==> src/hw/rtl/lrrxc_pkg.sv <==
`timescale 1ns / 1ps
`default_nettype none
// ----------------------------------------------------------------------------
// lrrxc_pkg
// Shared types, codes and helpers for the load record rotate-XOR checksum.
// ----------------------------------------------------------------------------
package lrrxc_pkg;

  localparam logic [3:0] MAX_DATA_WORDS = 4'd15;

  typedef enum logic [1:0] {
    KIND_HEADER  = 2'd0,
    KIND_DATA    = 2'd1,
    KIND_END     = 2'd2,
    KIND_RESTART = 2'd3
  } kind_t;

  typedef enum logic [3:0] {
    CMD_M = 4'd0,
    CMD_I = 4'd1,
    CMD_O = 4'd2,
    CMD_N = 4'd3,
    CMD_L = 4'd4,
    CMD_Q = 4'd5,
    CMD_A = 4'd6,
    CMD_T = 4'd7,
    CMD_Z = 4'd8,
    CMD_G = 4'd9,
    CMD_H = 4'd10,
    CMD_C = 4'd11,
    CMD_B = 4'd12,
    CMD_P = 4'd13
  } cmd_t;

  typedef enum logic [1:0] {
    ERR_OK        = 2'd0,
    ERR_ILLEGAL   = 2'd1,
    ERR_TOO_MANY  = 2'd2,
    ERR_NO_RECORD = 2'd3
  } err_t;

  // Decoded header: starting code of the record and illegal-command flag.
  typedef struct packed {
    logic [15:0] code;
    logic        bad;
  } hdr_t;

  function automatic logic [15:0] rot1(input logic [15:0] v);
    rot1 = {v[14:0], v[15]};
  endfunction

endpackage
`default_nettype wire

==> src/hw/rtl/lrrxc_hdr_decode.sv <==
`timescale 1ns / 1ps
`default_nettype none
// ----------------------------------------------------------------------------
// lrrxc_hdr_decode
// Turn a header command and address into the record's starting code.
// ----------------------------------------------------------------------------
module lrrxc_hdr_decode
  import lrrxc_pkg::*;
(
  input  wire logic [3:0]  command,
  input  wire logic [19:0] address,
  output hdr_t             hdr
);

  logic [4:0]  base;
  logic        use_addr;
  logic        rot_hi;
  logic        bad;
  logic [15:0] shifted;
  logic [15:0] mixed;

  always_comb begin
    base     = 5'd0;
    use_addr = 1'b1;
    rot_hi   = 1'b0;
    bad      = 1'b0;
    unique case (command)
      CMD_M: begin
        base   = 5'h9;
        rot_hi = 1'b1;
      end
      CMD_I, CMD_O: base = 5'h9;
      CMD_N: base = 5'hA;
      // operand select: address bits 7:4 add to the base
      CMD_L: base = 5'hA + {1'b0, address[7:4]};
      CMD_Q: base = 5'hB;
      CMD_A: begin
        base     = 5'h6;
        use_addr = 1'b0;
      end
      CMD_T: begin
        base   = 5'h6;
        rot_hi = 1'b1;
      end
      CMD_Z: begin
        base     = 5'h8;
        use_addr = 1'b0;
      end
      CMD_G, CMD_H: base = 5'h8;
      CMD_C: begin
        base   = 5'hE;
        rot_hi = 1'b1;
      end
      CMD_B, CMD_P: base = 5'hE;
      default: begin
        bad      = 1'b1;
        use_addr = 1'b0;
      end
    endcase
  end

  assign shifted = {10'd0, base, 1'b0};
  assign mixed   = shifted ^ address[15:0];

  always_comb begin
    hdr.bad = bad;
    if (!use_addr) begin
      hdr.code = shifted;
    end else if (rot_hi) begin
      hdr.code = rot1(mixed) ^ {12'd0, address[19:16]};
    end else begin
      hdr.code = mixed;
    end
  end

endmodule
`default_nettype wire

==> src/hw/rtl/load_record_rotate_xor_checksum_top.sv <==
`timescale 1ns / 1ps
`default_nettype none
// out_valid rises after the word passes the input register and then the result register.
// Throughput: one word per cycle unless a result waits on out_ready; checksums are registered.
// Headers, data words and restarts produce no result unless they hit an error.
// Reset (rst_n low, synchronous) empties both stages and clears all checksum state.
// ----------------------------------------------------------------------------
// load_record_rotate_xor_checksum_top
// Per-record and running rotate-left XOR checksums over load-module records.
// ----------------------------------------------------------------------------
module load_record_rotate_xor_checksum_top
  import lrrxc_pkg::*;
(
  input  wire logic        clk,
  input  wire logic        rst_n,
  input  wire logic        in_valid,
  output logic             in_ready,
  input  wire logic [1:0]  in_kind,
  input  wire logic [3:0]  in_command,
  input  wire logic [19:0] in_address,
  input  wire logic [15:0] in_data_word,
  output logic             out_valid,
  input  wire logic        out_ready,
  output logic [15:0]      out_line_checksum,
  output logic [15:0]      out_global_checksum,
  output logic [3:0]       out_word_count,
  output logic [1:0]       out_error_code
);

  // Input stage: holds one accepted word.
  logic        s1_valid_r;
  logic [1:0]  s1_kind_r;
  logic [3:0]  s1_command_r;
  logic [19:0] s1_address_r;
  logic [15:0] s1_data_word_r;

  // Checksum state.
  logic [15:0] record_code_r, record_code_nxt;
  logic [3:0]  words_seen_r, words_seen_nxt;
  logic        record_open_r, record_open_nxt;
  logic        record_bad_r, record_bad_nxt;
  logic [15:0] running_sum_r, running_sum_nxt;
  logic        sum_started_r, sum_started_nxt;

  // Result stage.
  logic        out_valid_r;
  logic [15:0] out_line_r;
  logic [15:0] out_global_r;
  logic [3:0]  out_count_r;
  logic [1:0]  out_err_r;

  logic        emit_nxt;
  logic [15:0] line_nxt;
  logic [3:0]  count_nxt;
  err_t        err_nxt;

  logic slot_free;
  logic s1_fire;
  hdr_t hdr;

  // The result slot takes a new word when empty or draining this cycle.
  assign slot_free = !out_valid_r || out_ready;
  assign s1_fire   = s1_valid_r && slot_free;
  assign in_ready  = !s1_valid_r || slot_free;

  always_ff @(posedge clk) begin
    if (!rst_n) begin
      s1_valid_r <= 1'b0;
    end else if (in_ready) begin
      s1_valid_r <= in_valid;
    end
  end

  always_ff @(posedge clk) begin
    if (in_valid && in_ready) begin
      s1_kind_r      <= in_kind;
      s1_command_r   <= in_command;
      s1_address_r   <= in_address;
      s1_data_word_r <= in_data_word;
    end
  end

  lrrxc_hdr_decode u_hdr_decode (
    .command (s1_command_r),
    .address (s1_address_r),
    .hdr     (hdr)
  );

  // Process the staged word against the checksum state.
  always_comb begin
    record_code_nxt = record_code_r;
    words_seen_nxt  = words_seen_r;
    record_open_nxt = record_open_r;
    record_bad_nxt  = record_bad_r;
    running_sum_nxt = running_sum_r;
    sum_started_nxt = sum_started_r;
    emit_nxt        = 1'b0;
    line_nxt        = 16'd0;
    count_nxt       = 4'd0;
    err_nxt         = ERR_OK;
    if (s1_fire) begin
      unique case (kind_t'(s1_kind_r))
        KIND_HEADER: begin
          // A header abandons any open record and starts a fresh one.
          record_code_nxt = hdr.code;
          words_seen_nxt  = 4'd0;
          record_open_nxt = 1'b1;
          record_bad_nxt  = hdr.bad;
          if (hdr.bad) begin
            emit_nxt = 1'b1;
            err_nxt  = ERR_ILLEGAL;
          end
        end
        KIND_DATA: begin
          if (!record_open_r) begin
            emit_nxt = 1'b1;
            err_nxt  = ERR_NO_RECORD;
          end else if (words_seen_r >= MAX_DATA_WORDS) begin
            // Drop the word; the record stays open.
            emit_nxt  = 1'b1;
            count_nxt = words_seen_r;
            err_nxt   = ERR_TOO_MANY;
          end else begin
            record_code_nxt = rot1(record_code_r) ^ s1_data_word_r;
            words_seen_nxt  = 4'(words_seen_r + 4'd1);
          end
        end
        KIND_END: begin
          if (!record_open_r) begin
            emit_nxt = 1'b1;
            err_nxt  = ERR_NO_RECORD;
          end else begin
            emit_nxt        = 1'b1;
            count_nxt       = words_seen_r;
            record_open_nxt = 1'b0;
            words_seen_nxt  = 4'd0;
            if (record_bad_r) begin
              // Bad record: report again, leave the global sum alone.
              record_bad_nxt = 1'b0;
              err_nxt        = ERR_ILLEGAL;
            end else begin
              line_nxt        = record_code_r;
              running_sum_nxt = sum_started_r ? (rot1(running_sum_r) ^ record_code_r)
                                              : rot1(record_code_r);
              sum_started_nxt = 1'b1;
            end
          end
        end
        KIND_RESTART: begin
          running_sum_nxt = 16'd0;
          sum_started_nxt = 1'b0;
        end
      endcase
    end
  end

  always_ff @(posedge clk) begin
    if (!rst_n) begin
      record_code_r <= 16'd0;
      words_seen_r  <= 4'd0;
      record_open_r <= 1'b0;
      record_bad_r  <= 1'b0;
      running_sum_r <= 16'd0;
      sum_started_r <= 1'b0;
    end else begin
      record_code_r <= record_code_nxt;
      words_seen_r  <= words_seen_nxt;
      record_open_r <= record_open_nxt;
      record_bad_r  <= record_bad_nxt;
      running_sum_r <= running_sum_nxt;
      sum_started_r <= sum_started_nxt;
    end
  end

  // Result register: drain on out_ready, load when a word produces a result.
  always_ff @(posedge clk) begin
    if (!rst_n) begin
      out_valid_r <= 1'b0;
    end else if (s1_fire) begin
      out_valid_r <= emit_nxt;
    end else if (out_ready) begin
      out_valid_r <= 1'b0;
    end
  end

  always_ff @(posedge clk) begin
    if (s1_fire && emit_nxt) begin
      out_line_r   <= line_nxt;
      out_global_r <= running_sum_nxt;
      out_count_r  <= count_nxt;
      out_err_r    <= err_nxt;
    end
  end

  assign out_valid           = out_valid_r;
  assign out_line_checksum   = out_line_r;
  assign out_global_checksum = out_global_r;
  assign out_word_count      = out_count_r;
  assign out_error_code      = out_err_r;

  // Word count never runs past the record limit.
  a_count_bound: assert property (@(posedge clk) disable iff (!rst_n)
    words_seen_r <= MAX_DATA_WORDS)
    else $error("words_seen_r exceeds record limit");

  // A closed record carries no count and no bad flag.
  a_closed_clean: assert property (@(posedge clk) disable iff (!rst_n)
    !record_open_r |-> (words_seen_r == 4'd0 && !record_bad_r))
    else $error("closed record holds stale count or bad flag");

  // A restart leaves the global sum cleared.
  a_restart_clear: assert property (@(posedge clk) disable iff (!rst_n)
    (s1_fire && s1_kind_r == KIND_RESTART) |=> (running_sum_r == 16'd0 && !sum_started_r))
    else $error("restart did not clear global checksum");

  // Error results carry a zero line checksum.
  a_err_line_zero: assert property (@(posedge clk) disable iff (!rst_n)
    (out_valid_r && out_err_r != ERR_OK) |-> (out_line_r == 16'd0))
    else $error("error result with nonzero line checksum");

endmodule
`default_nettype wire
==> config.mk <==
export PLATFORM = sky130hd
export DESIGN_NAME = load_record_rotate_xor_checksum_top
export DESIGN_NICKNAME = d
export VERILOG_FILES = /design/src/hw/rtl/lrrxc_pkg.sv /design/src/hw/rtl/lrrxc_hdr_decode.sv /design/src/hw/rtl/load_record_rotate_xor_checksum_top.sv
export SDC_FILE = /design/constraint.sdc
export NUM_CORES = 1
export LEC_CHECK = 0
export BUFFER_PORTS_ARGS = -buffer_cell sky130_fd_sc_hd__buf_2
export CAP_MARGIN = 20
export CORE_ASPECT_RATIO = 0.7
export CORE_UTILIZATION = 33
export DETAILED_ROUTE_END_ITERATION = 16
export SLEW_MARGIN = 20
export SYNTH_ARGS = -nofsm -noshare
export SYNTH_HDL_FRONTEND = slang
export SYNTH_SLANG_ARGS = --single-unit
==> constraint.sdc <==
create_clock -name clk -period 2.86 [get_ports clk]
set_input_delay 0.572 -clock clk [delete_from_list [all_inputs] [get_ports clk]]
set_output_delay 0.572 -clock clk [all_outputs]
set_load 0.1 [all_outputs]
==> results of run 1 <==
## flip-flops by register name, summed over array words and instances (netlist names), 4 cells and up
name,flops
running_sum_r,16
s1_data_word_r,16
out_global_checksum,16
out_line_checksum,16
words_seen_r,4
out_word_count,4
s1_command_r,4
record_code_r,16
s1_address_r,20
## cells in the mapped netlist (4+ instances only)
master and instances:
inv_1 11, edfxtp_1 80, nand4_1 4, a22o_1 16, ha_1 6, nor4_1 4, a2bb2oi_1 9, nand3_1 5
xnor2_1 27, nor2_1 34, xor2_1 15, clkbuf_1 23, a31oi_1 5, nor3_1 5, nand2_1 19, dfxtp_1 41
and2_1 39, a21oi_1 39, mux2i_1 12, o21ai_0 24
## worst max-delay path: stages (launching register included)
cell and delay, ns:
edfxtp_1 0.74, nand2_1 0.26, o21bai_2 0.47, buf_4 0.27, mux2i_1 0.23, a2bb2oi_1 0.18, a21oi_1 0.08
## placed cells by master (no fill, tap or decap), types with 5 or more instances in the layout
master | synthesis | layout
xnor2_1 | 27 | 27
nand3_1 | 5 | 5
nor3_1 | 5 | 5
mux2i_1 | 12 | 12
nand2_1 | 19 | 19
a2bb2oi_1 | 9 | 9
a31oi_1 | 5 | 5
a21oi_1 | 39 | 39
ha_1 | 6 | 6
buf_2 | 3 | 85
nor2_1 | 34 | 34
a22o_1 | 16 | 16
clkbuf_16 | 0 | 17
and2_1 | 39 | 38
xor2_1 | 15 | 15
buf_4 | 0 | 8
o21ai_0 | 24 | 24
edfxtp_1 | 80 | 80
inv_1 | 11 | 11
dfxtp_1 | 41 | 40
## where the power goes
group	leakage [uW]	internal [uW]	switching (uW)	total [uW]
Clock	0.000286	1450	775	2220
Combinational	0.00116	128	228	356
Sequential	0.00112	1920	64.4	1990
## how the worst min path moves through the flow
stage | from | to | slack, ns | cells past startpoint
4_1_cts | in_address[10] | s1_address_r[10] | 0.32 | 1
6_report | in_address[13] | s1_address_r[13] | 0.33 | 1
3_5_place_dp | words_seen_r[1] | words_seen_r[1] | 0.48 | 2
5_1_grt | in_address[9] | s1_address_r[9] | 0.31 | 1
3_3_place_gp | words_seen_r[1] | words_seen_r[1] | 0.48 | 2
2_1_floorplan | words_seen_r[1] | words_seen_r[1] | 0.45 | 2
## layout make-up
class,count,area [um^2],share of cell area (%)
Tap cell,220,275,4.10
Clock buffer,19,433,6.45
Timing Repair Buffer,94,505,7.53
Sequential cell,121,3220,48.1
Clock inverter,13,178,2.65
Inverter,11,41.3,0.615
Multi-Input combinational cell,310,2050,30.6
## stage by stage
stage	instance area [um^2]	std cells	util (%)	worst slack (ns)	power (uW)
4_1_cts	6710	788	42.5	0.525	4600
3_3_place_gp	6100	756	38.6	0.609	2370
2_1_floorplan	5430	470	-	0.138	2270
5_1_grt	6710	788	42.5	0.325	4730
6_report	6710	788	42.5	0.518	4570
3_5_place_dp	6100	756	38.6	0.568	2380
## kinds of logic after synthesis
logic type,count (synthesis)
muxes,13
AOI/OAI and AO/OA,119
and+or+nand+nor,130
buffers and inverters,39
DFF,121
xor gates and xnor gates,42
adders and majority gates,6
## per-layer routing
metal	track usage, %	part of all wire (%)	vias up
met5	0	0	-
met3	5.05	5.9	10
met1	22.0	51	1860
li1	-	-	1886
met4	5.32	0.66	0
met2	23.8	43	129
==> results.json, run 1 <==
{
  "outcome": "complete, no violations",
  "cts_tree": "built",
  "die_h_um": 109,
  "detail_route.wl_per_cell_um": 16.2,
  "synth_compound_area_share_pct": 14.4,
  "p_leak_uw": 0.00256,
  "maxCapViolations": 0,
  "startpoint": "s1_command_r[1]",
  "ys_seq_elements": 121,
  "drive_gt1_share_pct": 22.9,
  "core-area_um2": 15800,
  "rsz0062_at_grt": "no",
  "synth_edf_count": 80,
  "drt-vias-per-instance": 4.93,
  "vias": 3885,
  "area_growth_pct": 23.5,
  "num_antenna_cells": 0,
  "cp-start-kind": "register",
  "numCtsBuffers": 17,
  "synth_top_area_share_pct": 44.2,
  "synth_top_area_cell": "edfxtp_1",
  "synth_nets": 522,
  "io_buffers": 85,
  "worstMarginPinSlew_ns": 0.954,
  "antenna_found_initial": 0,
  "hold_viol_final": 0,
  "io_pins": 86,
  "worstPathRequired_ns": 3.16,
  "rows": 38,
  "cts_buffer_depth": 2,
  "crit_end": "record_code_r[11]",
  "synthAdderAreaFrac_pct": 1.38,
  "antenna_left": 0,
  "path_class": "register to register",
  "post_synth_xor_area_fraction_pct": 6.77,
  "gp_congestion": 0.884,
  "hp-class": "input port to register",
  "yosysSeqAreaShare_pct": 59.3,
  "postRouteWirelength_mm": 12.8,
  "die_area_um2": 17000,
  "avgSynthCellArea_um2": 11.6,
  "post-cts-setup-buffers": 0,
  "synth_top_family_by_area": "compound AO/OA/AOI/OAI gates",
  "root_buffer": "clkbuf_16",
  "r2r-end": "record_code_r[11]",
  "cp.arrival_ns": 2.64,
  "ff2ff_path_depth": 6,
  "min_period_over_period_pct": 81.9,
  "clock-sinks": 121,
  "drt-pass1-iter-count": 4,
  "final_max_slew_viol_count": 0,
  "ys_warn_count": 0,
  "r2r-start": "s1_command_r[1]",
  "irDropWorstVdd_v": 0.000363,
  "start_util_pct": 34.4,
  "muxShareOfSynthArea_pct": 2.42,
  "synthArstFlopShare_pct": 0,
  "holdWs_ns": 0.330,
  "p_per_area_nw_per_um2": 681,
  "fin_tns_setup_ns": 0,
  "drc_errors": 0,
  "gr-total-overflow": 0,
  "fmax_ghz": 0.427,
  "syn_area_um2": 5430,
  "reg2reg_slack_ns": 0.52,
  "skew_ns": 0.00706,
  "endpoint_kind": "register",
  "dp_hpwl_mm": 8.89,
  "synth_simple_gate_area_share_pct": 12.8,
  "grt.total_usage_pct": 16.0,
  "dr.first_iter.drc_count": 250,
  "synth.top_cells.by_area": "edfxtp_1 44%, dfxtp_1 15%, and2_1 4.5%, xnor2_1 4.4%, a21oi_1 3.6%",
  "slew_headroom_pct": 36.4,
  "grt_start_max_net_pins": 43,
  "cts_resized": 0,
  "cts-htree-levels": 4,
  "grt_pass1_vias": 3878,
  "path_max_fanout": 20,
  "path_clk_slew_ns": 0.06,
  "clk_latency_ns": 0.41,
  "grt_pass1_wl_mm": 20.5,
  "die_w_um": 155,
  "nets": 607,
  "hold_buffers": 0,
  "finalCriticalPeriod_ns": 2.34,
  "setup_violations": 0,
  "yosysUniqueCellTypes": 53,
  "syn_inst": 470,
  "synth-main-ff-cell": "edfxtp_1",
  "num-fill-cells": 1530
}
Note: power is estimated with default switching activity, not from simulation.
==> inputs of run 2 (changes only) <==
- clock period: 2.86 -> 2.3 ns (I/O delays scaled with it)
==> run 2 against run 1 <==
Clock-buffer cell count is 1 higher. Sequential share of layout area is 0.24 points lower. Sequential power is 24% higher. Cell area is 0.50% higher. Total power is 23% higher.
==> results.json, run 2 (same netlist as run 1, synthesis figures left out) <==
{
  "power_frac_clock_pct": 47.9,
  "drive_gt1_share_pct": 23.9,
  "cp.arrival_ns": 2.44,
  "antenna_found_initial": 0,
  "cts_resized": 0,
  "grt_pass1_wl_mm": 19.8,
  "numCtsBuffers": 17,
  "hp-class": "input port to register",
  "path_class": "register to register",
  "critPathMaxStageDelay_ns": 0.71,
  "start_util_pct": 34.4,
  "pwr-share-comb_pct": 8.2,
  "area_growth_pct": 24.2,
  "gp_congestion": 0.844,
  "clock-sinks": 121,
  "drc_errors": 0,
  "dp_hpwl_mm": 8.88,
  "cp_slowest_cell": "o21bai_2",
  "irDropWorstVdd_v": 0.000465,
  "power_uw": 5610,
  "post-route-util_pct": 42.7,
  "drt-vias-per-instance": 4.92,
  "finalCriticalPeriod_ns": 2.15,
  "vias": 3909,
  "root_buffer": "clkbuf_16",
  "drt-pass1-iter-count": 5,
  "path_max_fanout": 19,
  "fmax_ghz": 0.466,
  "hold_viol_final": 0,
  "hold_buffers": 0,
  "regMostFlops": "s1_address_r",
  "core-area_um2": 15800,
  "worstPathRequired_ns": 2.60,
  "ff2ff_path_depth": 6,
  "gr-total-overflow": 0,
  "layout_commonest_cell": "buf_2",
  "final_cell_mix": "85 x buf_2, 80 x edfxtp_1, 40 x dfxtp_1",
  "largest_register_ffs": 20,
  "fin_tns_setup_ns": 0,
  "outcome": "complete, no violations",
  "slew_headroom_pct": 43.0,
  "maxCapViolations": 0,
  "cts_tree": "built",
  "seqCellArea_um2": 3220,
  "min_period_over_period_pct": 93.3,
  "p_per_area_nw_per_um2": 832,
  "die_w_um": 155,
  "cts-htree-levels": 4,
  "io_pins": 86,
  "seqPwrFrac_pct": 43.9,
  "grt_pass1_vias": 3745,
  "p_leak_uw": 0.00259,
  "nets": 613,
  "power.switching_uw": 1330,
  "r2r-start": "s1_command_r[3]",
  "io_buffers": 85,
  "clk_latency_ns": 0.41,
  "antenna_left": 0,
  "grt_start_max_net_pins": 43,
  "post-cts-setup-buffers": 0,
  "die_h_um": 109,
  "final_max_slew_viol_count": 0,
  "setup_violations": 0,
  "detail_route.wl_per_cell_um": 15.7,
  "p_int_uw": 4280,
  "startpoint": "s1_command_r[3]",
  "path_clk_slew_ns": 0.06,
  "endpoint_kind": "register",
  "rows": 38,
  "hold_start": "in_address[8]",
  "dr.first_iter.drc_count": 307,
  "rsz0062_at_grt": "no",
  "worstMarginPinSlew_ns": 0.854,
  "cts_buffer_depth": 2,
  "p_sw_share_pct": 23.7,
  "grt.total_usage_pct": 15.6,
  "postRouteWirelength_mm": 12.5,
  "num_antenna_cells": 0,
  "hold_path_depth": 1,
  "die_area_um2": 17000,
  "cp-start-kind": "register",
  "cp_cell_sequence": "buf_4 > xnor2_1 > o21bai_2 > mux2i_1 > a2bb2oi_1 > a21oi_1",
  "skew_ns": 0.00699,
  "num-fill-cells": 1515,
  "multi_input_area_um2": 2060
}
[run 2: cell types whose count changed in the layout (fill, tap and decap cells not counted)]
cell and change:
bufinv_16 -1, clkbuf_8 +1, clkinvlp_4 -1, nand2_2 +1, buf_4 +6, and2_4 +1, inv_6 +1, and2_2 -1
nand2_1 -1
[run 2: path summary, 6_finish.rpt]
kind                           end  slack [ns]
setup / recovery  record_code_r[9]        0.15
hold / removal     s1_address_r[8]        0.22
setup reg to reg  record_code_r[9]        0.15
hold reg to reg    words_seen_r[1]        0.50
[run 2: cell type report]
class,instances,area share (%)
Clock inverter,12,2.21
Tap cell,220,4.08
Timing Repair Buffer,100,8.16
Clock buffer,20,6.62
Inverter,11,0.612
Sequential cell,121,47.8
Multi-Input combinational cell,310,30.5
[run 2: power by group through the flow]
| stage | Clock, uW | Combinational (uW) | Sequential [uW] |
|---|---|---|---|
| 3_5_place_dp | 0 | 459 | 2510 |
| 2_1_floorplan | 0 | 248 | 2570 |
| 5_1_grt | 2840 | 500 | 2470 |
| 6_report | 2690 | 459 | 2460 |
| 3_3_place_gp | 0 | 453 | 2510 |
| 4_1_cts | 2730 | 461 | 2460 |
[run 2: metrics by stage]
stage	worst slack, ns	instance area, um^2	std cells	hold WS, ns
after floorplan	0.0645	5440	470	0.453
after global placement	0.262	6150	762	0.481
after detailed placement	0.170	6150	762	0.493
after CTS	0.171	6740	794	0.205
after global routing	0.0164	6740	794	0.196
final	0.154	6740	794	0.219
[run 2: routing by layer]
layer  wire (um)  part of all wire [%]  global-route usage [%]
met5           0                     0                       0
met4          89                  0.71                    4.48
met3         738                   5.9                    4.89
met2        5060                    41                    22.0
met1        6570                    53                    22.7
[run 2: worst max-delay path: cells and delay by family (launching register included)]
family | cells | cell delay [ns]
buf+inv | 1 | 0.21
mux | 1 | 0.27
xor+xnor | 1 | 0.18
compound gates | 3 | 0.98
flops | 1 | 0.38
==> inputs of run 3 (changes only) <==
- MAX_ROUTING_LAYER: not set -> met4
==> run 3 against run 2 <==
Clock skew is 0.0022 ns higher. Cell area is 0.80% higher. Total power is 2.6% higher. Register-to-register slack hardly changed.
==> results.json, run 3 (same netlist as run 1, synthesis figures left out) <==
{
  "outcome": "complete, no violations",
  "fin_tns_setup_ns": 0,
  "cts_buffer_depth": 2,
  "post-cts-setup-buffers": 0,
  "ff2ff_path_depth": 5,
  "start_util_pct": 34.4,
  "io_buffers": 85,
  "grt_start_max_net_pins": 43,
  "fmax_ghz": 0.467,
  "final_max_slew_viol_count": 0,
  "setup_violations": 0,
  "antenna_found_initial": 0,
  "numCtsBuffers": 17,
  "worstMarginPinSlew_ns": 0.862,
  "cp.arrival_ns": 2.43,
  "pre_cts_slack_ns": 0.177,
  "area_growth_pct": 25.2,
  "p_per_area_nw_per_um2": 847,
  "antenna_left": 0,
  "clk_latency_ns": 0.41,
  "dp_cells": 763,
  "io_pins": 86,
  "num_antenna_cells": 0,
  "regMostFlops": "s1_address_r",
  "root_buffer": "clkbuf_16",
  "gr-total-overflow": 0,
  "path_max_fanout": 15,
  "core-area_um2": 15800,
  "cts-htree-levels": 4,
  "detail_route.wl_per_cell_um": 15.7,
  "nets": 614,
  "postRouteWirelength_mm": 12.5,
  "hold_viol_final": 0,
  "cp-start-kind": "register",
  "num-fill-cells": 1477,
  "seqCellArea_um2": 3220,
  "skew_ns": 0.00923,
  "min_period_over_period_pct": 93.1,
  "drt-vias-per-instance": 4.97,
  "dr.first_iter.drc_count": 372,
  "cts_tree": "built",
  "path_class": "register to register",
  "maxCapViolations": 0,
  "drt-pass1-iter-count": 5,
  "rsz0062_at_grt": "no",
  "cts_resized": 0,
  "finalCriticalPeriod_ns": 2.14,
  "slew_headroom_pct": 42.5,
  "finalWorstSetupSlack_ns": 0.158,
  "die_h_um": 109,
  "clock-sinks": 121,
  "path_clk_slew_ns": 0.05,
  "irDropWorstVdd_v": 0.000503,
  "die_area_um2": 17000,
  "gp_congestion": 0.859,
  "vias": 3950,
  "multi_input_area_um2": 2060,
  "layout_commonest_cell": "buf_2",
  "grt_pass1_wl_mm": 19.7,
  "grt_pass1_vias": 3699,
  "drive_gt1_share_pct": 24.3,
  "hold_path_depth": 1,
  "p_leak_uw": 0.00262,
  "grt.total_usage_pct": 15.9,
  "largest_register_ffs": 20,
  "worstPathRequired_ns": 2.58,
  "rows": 38,
  "endpoint_kind": "register",
  "die_w_um": 155,
  "final_cell_mix": "85 x buf_2, 80 x edfxtp_1, 40 x dfxtp_1",
  "hp-class": "input port to register",
  "drc_errors": 0,
  "hold_buffers": 0,
  "layoutNonFillerInstCount": 795,
  "dp_hpwl_mm": 8.80
}
-- run 3: changes by cell type in the layout (fill, tap and decap cells not counted), sizes merged --
| cell | previous run | this run |
|---|---|---|
| clkbuf | 20 | 23 |
| buf | 100 | 101 |
| clkinv | 5 | 3 |
| clkinvlp | 3 | 2 |
-- run 3: per-stage QoR --
stage	power, uW	area, um^2	hold slack, ns	utilization, %
after floorplan	2820	5440	0.453	-
after global placement	2960	6160	0.480	39.0
after detailed placement	2970	6160	0.479	39.0
after CTS	5800	6800	0.211	43.1
after global routing	5960	6800	0.203	43.1
final	5760	6800	0.224	43.1
-- run 3: per-layer routing --
metal | up-vias | part of all wire, % | track usage, %
met5 | - | 0 | -
li1 | 1908 | - | -
met4 | 0 | 1.2 | 4.76
met1 | 1897 | 53 | 23.4
met2 | 131 | 41 | 20.8
met3 | 14 | 4.7 | 4.34
-- run 3: worst max-delay path: stages (launching register included) --
cell and delay (ns):
edfxtp_1 0.50, xnor2_1 0.21, o21bai_2 0.71, mux2i_1 0.30, a2bb2oi_1 0.20, a21oi_1 0.09
-- run 3: area by class of cell --
type                            instances  area share [%]
Clock inverter                          9            1.95
Sequential cell                       121            47.4
Tap cell                              220            4.05
Multi-Input combinational cell        310            30.3
Clock buffer                           23            7.49
Timing Repair Buffer                  101            8.21
Inverter                               11           0.607
-- run 3: final timing paths --
path | from | slack (ns) | to
worst max-delay path | s1_command_r[2] | 0.16 | record_code_r[7]
worst max register to register | s1_command_r[2] | 0.16 | record_code_r[7]
worst min register to register | words_seen_r[1] | 0.49 | words_seen_r[1]
worst min-delay path | in_address[16] | 0.22 | s1_address_r[16]
-- run 3: report_power, final --
part | switching, uW | leakage (uW) | internal [uW] | total (uW)
Clock | 944 | 0.000311 | 1890 | 2830
Sequential | 69.2 | 0.00112 | 2390 | 2460
Combinational | 295 | 0.00120 | 168 | 463
Total | 1310 | 0.00262 | 4450 | 5760
